===== src/rtl/core/rsfc_pkg.sv =====
// Shared types, widths and arithmetic helpers for the ray/sphere far clip pipeline.
`default_nettype none

package rsfc_pkg;

   localparam int COORD_W           = 24;
   localparam int DIR_W             = 16;
   localparam int RADIUS_W          = 20;
   localparam int DIR_FRAC_BITS_DEF = 14;

   // center - origin, one product d*dir, and the sum of three products
   localparam int D_W    = COORD_W + 1;
   localparam int PROD_W = D_W + DIR_W;
   localparam int DOT_W  = PROD_W + 2;

   // squares and sums of squares saturate at 2^62
   localparam int              SQ_W   = 63;
   localparam logic [SQ_W-1:0] SQ_CAP = SQ_W'(1) << 62;

   localparam int ROOT_W      = 32;
   localparam int SQRT_STAGES = ROOT_W / 2;

   typedef struct packed {
      logic signed [COORD_W-1:0] origin_x;
      logic signed [COORD_W-1:0] origin_y;
      logic signed [COORD_W-1:0] origin_z;
      logic signed [DIR_W-1:0]   dir_x;
      logic signed [DIR_W-1:0]   dir_y;
      logic signed [DIR_W-1:0]   dir_z;
      logic signed [COORD_W-1:0] center_x;
      logic signed [COORD_W-1:0] center_y;
      logic signed [COORD_W-1:0] center_z;
   } req_type;

   typedef struct packed {
      logic                      hit;
      logic signed [COORD_W-1:0] point_x;
      logic signed [COORD_W-1:0] point_y;
      logic signed [COORD_W-1:0] point_z;
   } rsp_type;

   typedef struct packed {
      logic signed [COORD_W-1:0] x;
      logic signed [COORD_W-1:0] y;
      logic signed [COORD_W-1:0] z;
   } coord3_type;

   typedef struct packed {
      logic signed [DIR_W-1:0] x;
      logic signed [DIR_W-1:0] y;
      logic signed [DIR_W-1:0] z;
   } dir3_type;

   typedef struct packed {
      logic [63:0] rem;
      logic [63:0] root;
   } sqrt_type;

   function automatic logic [63:0] mag64(input logic signed [63:0] v);
      return v[63] ? 64'(-v) : 64'(v);
   endfunction

   // square of a magnitude, capped once the magnitude reaches 2^31
   function automatic logic [SQ_W-1:0] sat_sq(input logic [63:0] mag);
      logic [61:0] p;
      p = mag[30:0] * mag[30:0];
      return (mag[63:31] != '0) ? SQ_CAP : {1'b0, p};
   endfunction

   function automatic logic [SQ_W-1:0] sat_add(input logic [SQ_W-1:0] a,
                                               input logic [SQ_W-1:0] b);
      logic [SQ_W:0] s;
      s = {1'b0, a} + {1'b0, b};
      return (s > {1'b0, SQ_CAP}) ? SQ_CAP : s[SQ_W-1:0];
   endfunction

   // one digit of the restoring square root
   function automatic sqrt_type sqrt_step(input sqrt_type a, input logic [63:0] bitv);
      sqrt_type    r;
      logic [63:0] trial;
      trial = a.root + bitv;
      if (a.rem >= trial) begin
         r.rem  = a.rem - trial;
         r.root = (a.root >> 1) + bitv;
      end else begin
         r.rem  = a.rem;
         r.root = a.root >> 1;
      end
      return r;
   endfunction

endpackage

`default_nettype wire


===== src/rtl/core/rsfc_clip.sv =====
// Back stages: travel distance, scaled direction, offset from origin and saturation.
`default_nettype none

module rsfc_clip #(
   parameter int DIR_FRAC_BITS = rsfc_pkg::DIR_FRAC_BITS_DEF
) (
   input  wire                                   clock,
   input  wire                                   reset,
   input  wire                                   in_valid,
   output logic                                  in_ready,
   input  wire                                   in_hit,
   input  wire  signed [rsfc_pkg::DOT_W-DIR_FRAC_BITS-1:0] in_t,
   input  wire  [rsfc_pkg::ROOT_W-1:0]           in_root,
   input  rsfc_pkg::coord3_type                  in_origin,
   input  rsfc_pkg::dir3_type                    in_dir,
   input  wire  [rsfc_pkg::RADIUS_W-1:0]         radius,
   output logic                                  out_valid,
   input  wire                                   out_ready,
   output rsfc_pkg::rsp_type                     out_data
);

   localparam int T_W    = rsfc_pkg::DOT_W - DIR_FRAC_BITS;
   localparam int DIST_W = ((T_W > rsfc_pkg::ROOT_W) ? T_W : rsfc_pkg::ROOT_W) + 2;
   localparam int PR_W   = DIST_W + rsfc_pkg::DIR_W;
   localparam int SH_W   = PR_W - DIR_FRAC_BITS;
   localparam int SUM_W  = SH_W + 1;
   localparam logic signed [SUM_W-1:0] HI = SUM_W'(2 ** (rsfc_pkg::COORD_W - 1) - 1);
   localparam logic signed [SUM_W-1:0] LO = -HI - SUM_W'(1);

   logic [3:1] v_ff;
   logic [3:0] vld;
   logic [3:0] en;

   assign vld       = {v_ff, in_valid};
   assign en[3]     = out_ready;
   assign en[2]     = !v_ff[2] || en[3];
   assign en[1]     = !v_ff[1] || en[2];
   assign en[0]     = en[1];
   assign in_ready  = en[0];
   assign out_valid = v_ff[3];

   always_ff @(posedge clock) begin
      if (reset) begin
         v_ff <= '0;
      end else begin
         for (int k = 1; k < 4; k++) begin
            if (en[k]) v_ff[k] <= vld[k-1];
         end
      end
   end

   // stage 1: distance along the ray
   logic signed [DIST_W-1:0] c1_dist_ff;
   logic                     c1_hit_ff, c2_hit_ff;
   rsfc_pkg::coord3_type     c1_org_ff, c2_org_ff;
   rsfc_pkg::dir3_type       c1_dir_ff;

   always_ff @(posedge clock) begin
      if (en[1]) begin
         c1_dist_ff <= in_hit ? (DIST_W'(in_t) + DIST_W'({1'b0, in_root}))
                              : DIST_W'({1'b0, radius});
         c1_hit_ff  <= in_hit;
         c1_org_ff  <= in_origin;
         c1_dir_ff  <= in_dir;
      end
   end

   // stage 2: dist * dir
   logic signed [rsfc_pkg::DIR_W-1:0] c1_dir_a [3];
   logic signed [PR_W-1:0]            c2_p_ff [3];

   assign c1_dir_a[0] = c1_dir_ff.x;
   assign c1_dir_a[1] = c1_dir_ff.y;
   assign c1_dir_a[2] = c1_dir_ff.z;

   always_ff @(posedge clock) begin
      if (en[2]) begin
         for (int i = 0; i < 3; i++) begin
            c2_p_ff[i] <= c1_dist_ff * c1_dir_a[i];
         end
         c2_hit_ff <= c1_hit_ff;
         c2_org_ff <= c1_org_ff;
      end
   end

   // stage 3: floor shift, add origin, clamp
   logic signed [rsfc_pkg::COORD_W-1:0] org_a [3];
   logic signed [SH_W-1:0]              sh_c  [3];
   logic signed [SUM_W-1:0]             sum_c [3];
   logic signed [rsfc_pkg::COORD_W-1:0] pt_c  [3];
   rsfc_pkg::rsp_type                   rsp_ff;

   assign org_a[0] = c2_org_ff.x;
   assign org_a[1] = c2_org_ff.y;
   assign org_a[2] = c2_org_ff.z;

   always_comb begin
      for (int i = 0; i < 3; i++) begin
         sh_c[i]  = c2_p_ff[i][PR_W-1:DIR_FRAC_BITS];
         sum_c[i] = SUM_W'(sh_c[i]) + SUM_W'(org_a[i]);
         if (sum_c[i] > HI) begin
            pt_c[i] = HI[rsfc_pkg::COORD_W-1:0];
         end else if (sum_c[i] < LO) begin
            pt_c[i] = LO[rsfc_pkg::COORD_W-1:0];
         end else begin
            pt_c[i] = sum_c[i][rsfc_pkg::COORD_W-1:0];
         end
      end
   end

   always_ff @(posedge clock) begin
      if (en[3]) begin
         rsp_ff <= '{hit: c2_hit_ff, point_x: pt_c[0], point_y: pt_c[1], point_z: pt_c[2]};
      end
   end

   assign out_data = rsp_ff;

endmodule

`default_nettype wire


===== config.mk =====
export PLATFORM = sky130hd
export DESIGN_NAME = rsfc_clip
export DESIGN_NICKNAME = d
export VERILOG_FILES = /design/src/rtl/core/rsfc_pkg.sv /design/src/rtl/core/rsfc_clip.sv
export SDC_FILE = /design/constraint.sdc
export NUM_CORES = 2
export LEC_CHECK = 0
export ABC_AREA = 1
export ABC_CLOCK_PERIOD_IN_PS = 5800
export CAP_MARGIN = 20
export CORE_MARGIN = 5
export CORE_UTILIZATION = 55
export DETAILED_ROUTE_END_ITERATION = 7
export DONT_BUFFER_PORTS = 1
export PLACE_DENSITY = 0.73
export SLEW_MARGIN = 20
export SYNTH_ARGS = -nofsm -noshare
export SYNTH_HDL_FRONTEND = slang
export SYNTH_SLANG_ARGS = --single-unit

===== constraint.sdc =====
create_clock -name clock -period 5.8 [get_ports clock]
set_input_delay 0.29 -clock clock [delete_from_list [all_inputs] [get_ports clock]]
set_output_delay 0.29 -clock clock [all_outputs]
set_load 0.01 [all_outputs]

* Word-level counts from Yosys, hierarchy flattened
Memory sizes are Yosys's and may differ from the RTL's.
Cells that the tools add are included.
** Storage, ports and cells
- Flip-flop bits (word level) :: 304
- Output and inout port bits :: 75
- Memories kept :: 1
- Input bits :: 206
- Memory bits (writable) :: 150
- Logic and storage cells :: 44
** Operators by class
- Reduce and logical (&&, ||, !) cells :: 4
- $mul :: 3
- Magnitude comparators :: 6
- Mux-type cells :: 6
- Add/sub/neg operators :: 4
** Memories
- c2_p_ff :: words 3, width 50, rd ports 3, clocked after memory_dff 0, wr ports 3, line rsfc_clip.sv:70 : logic signed [PR_W-1:0] c2_p_ff [3];
** Operator list (number)
- 34-bit by 16-bit multiplier with 50-bit output :: 3
- 36-bit by 24-bit adder with 37-bit output :: 3
- 37-bit by 24-bit greater-than comparator with 1-bit output, second input constant :: 3
- 37-bit by 24-bit < comparator with 1-bit output, second input constant :: 3
- 24-bit two-way mux :: 3
- 29-bit by 33-bit adder with 34-bit output :: 1
- 20-bit two-way mux :: 1
- 1-bit logical NOT :: 2
- 1-bit logical OR :: 2
- 1-bit two-way mux :: 2

* Longest topological paths before layout
- Depth in word-level cells :: 4
- Depth in mapped cells :: 28

* Worst setup path before layout
Ideal clock, no wire load.
- Path kind :: reg2reg
- From :: register c1_dist_ff[7]
- To :: memory c2_p_ff[0][38] in the netlist's numbering (data pin)
- Setup time :: 259 ps
- Path buffers :: 2
- Arrival time :: 5649 ps
- Stages on the path, launching flop included :: 27
- Setup slack :: -108 ps
- Required time :: 5541 ps
- Cell sequence :: edfxtp_1 -> clkbuf_1 -> buf_1 -> nand2_1 -> fa_1 -> inv_1 -> fa_1 -> inv_1 -> fa_1 -> inv_1 -> fa_1 -> fa_1 -> inv_1 -> fa_1 -> inv_1 -> ha_1 -> nand2_1 -> nor2_1 -> inv_1 -> nor2_1 -> inv_1 -> nor4_1 -> a21oi_1 -> o21ai_0 -> nand2_1 -> nand2_1 -> xor2_1
** RTL lines
- from (decl) :: line rsfc_clip.sv:53 : logic signed [DIST_W-1:0] c1_dist_ff;
- from (signal assigned) :: line rsfc_clip.sv:60 : c1_dist_ff <= in_hit ? (DIST_W'(in_t) + DIST_W'({1'b0, in_root}))
- to (decl) :: line rsfc_clip.sv:70

==> results.py <==
metrics = {
    "detailed_routing": {
        "post_drt_via_cell_ratio": 5.364,
        "dr.first_iter.drc_count": 6045,
        "detail_route.wirelength_um": 260500,
        "drc": 0,
        "antenna_violating_nets_remaining": 0,
        "drt_pre_antenna_iters": 6,
        "routedWlPerCell_um": 19.64,
        "vias": 71150,
    },
    "final_layout": {
        "synthToLayoutAreaGrowth_pct": 25.41,
        "layout_cells_sized_above_1": 0.2036,
        "layout.cells.non_filler": 13260,
        "mostFrequentLayoutCell": "inv_1",
        "finalNetCount": 13510,
        "fin_util": 0.6946,
        "commonest_non_fill_non_tap_cells_in_the_layout": "inv_1 (2730), nand2_1 (2608), fa_1 (1449)",
        "filler_instances": 11060,
    },
    "floorplanning": {
        "die_h_um": 395.8,
        "fp.dieW_um": 395.8,
        "design.portCount": 281,
        "placeable_core_region_um2": 147800,
        "placement_rows": 141,
        "floorplan.die_area_um2": 156700,
        "initial_utilization": 0.5539,
    },
    "global_route": {
        "first_global_vias": 73560,
        "overall_routing_resource_usage": 0.3149,
        "grt_start_max_net_pins": 121,
        "grt_antenna_before_repair": 15,
        "global_route_wire_length_before_repair_um": 389700,
        "grt-ovfl-total": 0,
    },
    "setup_path": {
        "path_buf_inv": 7,
        "worst_setup_path_start_kind": "register",
        "crit_fanout": 13,
        "critical_path_required_time_ns": 6.21,
        "endpoint_kind": "register",
        "worstSetupPathType": "reg2reg",
        "worst-endpoint-arrival_ns": 6.68,
        "cp_slowest_cell": "fa_1",
        "worst_path_most_repeated_cell": "fa_1",
        "cp_cell_sequence": "buf_12 > buf_4 > nand2_1 > fa_1 > inv_1 > fa_1 > fa_1 > fa_1 > fa_1 > inv_2 > fa_1 > inv_2 > ha_4 > a21oi_2 > nor2_1 > nor2_1 > inv_1 > a21oi_1 > inv_1 > a31oi_2 > nand2_2 > nand3_2 > nand2_2 > xor2_1",
        "cpPeakStageDelay_ns": 0.57,
        "cp_top_family": "adder cells",
    },
    "sta": {
        "worst_pin_slew_ns": 1.080,
        "final_critical_path_required_period_ns": 6.270,
        "slew_viol_final": 0,
        "relSlewSlack": 0.2802,
        "layout_worst_path_cycle_share": 1.081,
        "max_frequency_mhz": 159.5,
        "skew_ns": 0.03755,
        "postLayoutSetupSlackWorst_ns": -0.4700,
        "grt_setup_unrepaired": "true",
        "finalHoldViolCount": 0,
        "setup_viol_count_final": 87,
    },
    "clock_tree": {
        "cts.sink_count": 412,
        "clk_pin_slew_ns": 0.07,
        "clockRootBuffer": "clkbuf_16",
        "cts-htree-levels": 2,
        "max-clock-path-buffers": 3,
        "worstSkewPairLatency_ns": 0.68,
        "cts_made_buffers": 54,
        "tritoncts": "done",
    },
    "run_status": {
        "outcome": "finished, violations left",
        "failed_checks": "negative setup slack",
    },
    "place": {
        "dp.final_hpwl_um": 197900,
        "dpl.cell_count": 12780,
        "place.gp.congestion": 0.9771,
        "io_buffers": 0,
    },
    "job": {
        "cap_violations": 0,
    },
    "yosys": {
        "syn_inst": 10310,
        "synth-edff-count": 409,
        "synth_warnings": 0,
        "synthesis.area_um2": 81880,
        "ys_async_sr_fraction": 0,
        "post_synth_num_cell_types": 53,
        "synth.net_count": 12550,
        "sequential_area_share_after_synthesis": 0.1507,
        "synth_seq_cells": 412,
        "yosys_most_used_dff": "edfxtp_1",
        "syn-mean-instance-area_um2": 7.942,
    },
    "worst_hold_path": {
        "worstHoldPathType": "in2reg",
    },
}
[worst reg2reg max path, delay by kind of cell (launching register included)]
kind            cells  cell delay, ns
buf+inv             7            0.84
xor+xnor            1            0.15
compound gates      3            0.51
simple gates        6            0.78
flops               1            0.38
fa+ha+maj           7            3.36
[synthesized netlist by cell type (3+ instances only)]
library cell  count  area [µm²]
nand2_1        2793       10480
nand3_1         150       750.7
edfxtp_1        409       12280
o21ai_1           4       20.02
or2_2             8       50.05
and3_1           10       62.56
nand3b_1         13       97.59
nor2_2            7       43.79
o21a_1           29       217.7
o21ai_0         179       895.9
ha_1            486        6081
o31ai_1           3       22.52
o311ai_0          4       35.03
buf_6            10       112.6
nor2_1          528        1982
inv_1          2938       11030
and2_1            7       43.79
fa_1           1543       30890
o21bai_1         33       247.7
clkbuf_1        303        1137
a21boi_0          7       52.55
nand4_1          49       306.5
nand3_2           8       80.08
nor3_1           38       190.2
dfxtp_1           3       60.06
a31oi_1          47       294.0
a21o_1           12       90.09
a221oi_1          5       43.79
nand2_2          18       112.6
a21oi_1         352        1762
buf_1            59       221.5
a211oi_1          7       52.55
xor2_1          136        1191
nor4_1           14       87.58
o211ai_1          5       37.54
xnor2_1          67       586.8
[sequential cells by signal, summed over array words and instances, names as in the netlist]
signal	cells
c2_p_ff	108
out_data	73
c1_org_ff	72
c1_hit_ff	1
c1_dist_ff	34
v_ff	3
c2_hit_ff	1
c2_org_ff	72
c1_dir_a	48
[metal layers]
metal,vias to the layer above,routed length [µm],GRT usage
met5,-,93,0
met2,3555,122700,0.5227
met3,993,24130,0.05631
li1,31860,-,-
met4,4,15570,0.1391
met1,34740,97970,0.4072
[through the flow]
step,hold WS [ns],setup TNS [ns],setup slack [ns],instance area (µm²)
floorplan,0.3591,0,0.002176,81910
detailed placement,0.3644,-21.03,-0.8756,91000
global placement,0.3596,-16.84,-0.8318,91000
global route,0.09373,-27.69,-0.6357,102700
CTS,0.04664,-5.345,-0.1825,96380
finish,0.08893,-13.65,-0.4700,102700
[worst paths after layout]
path,from,endpoint,slack (ns),cells past startpoint
setup / recovery,c1_dir_a[44]$_DFFE_PP_,c2_p_ff[0][45]$_DFFE_PP_,-0.47,24
hold / removal,in_root[24],c1_dist_ff[24]$_SDFFCE_PN0P_,0.09,2
setup reg to reg,c1_dir_a[44]$_DFFE_PP_,c2_p_ff[0][45]$_DFFE_PP_,-0.47,24
hold reg to reg,c1_org_ff[45]$_DFFE_PP_,c2_org_ff[45]$_DFFE_PP_,0.42,0
[area by class of cell]
type / instances / area [µm²] / share of cell area
timing repair buffer: 1285 / 12950 / 0.1261
tap: 1930 / 2415 / 0.02352
antenna: 14 / 35.03 / 0.0003412
clock buffer: 60 / 1395 / 0.01359
clock inverter: 41 / 425.4 / 0.004143
multi-input combinational: 6581 / 62080 / 0.6045
inverter: 2941 / 11050 / 0.1076
sequential: 412 / 12340 / 0.1202
[logic make-up after synthesis]
group | Yosys count | share of synthesized area
adder cells (fa/ha/maj) | 2029 | 0.4515
AO/OA/AOI/OAI | 697 | 0.04713
buffers and inverters | 3317 | 0.1533
flip-flops | 412 | 0.1507
XOR/XNOR | 204 | 0.02191
AND/OR/NAND/NOR | 3651 | 0.1755
[what timing repair did]
item | in CTS | in global routing
hold endpoints to repair | 222 | 0
cloned | 4 | 24
resized for setup | 397 | 1206
hold buffers | 140 | 0
setup endpoints to repair | 96 | 105
buffers inserted | 50 | 170
pin swaps | 98 | 506
Power is left out: the tool's default activity adds up to more than one toggle a clock period on the data nets, which glitch-free logic cannot reach.
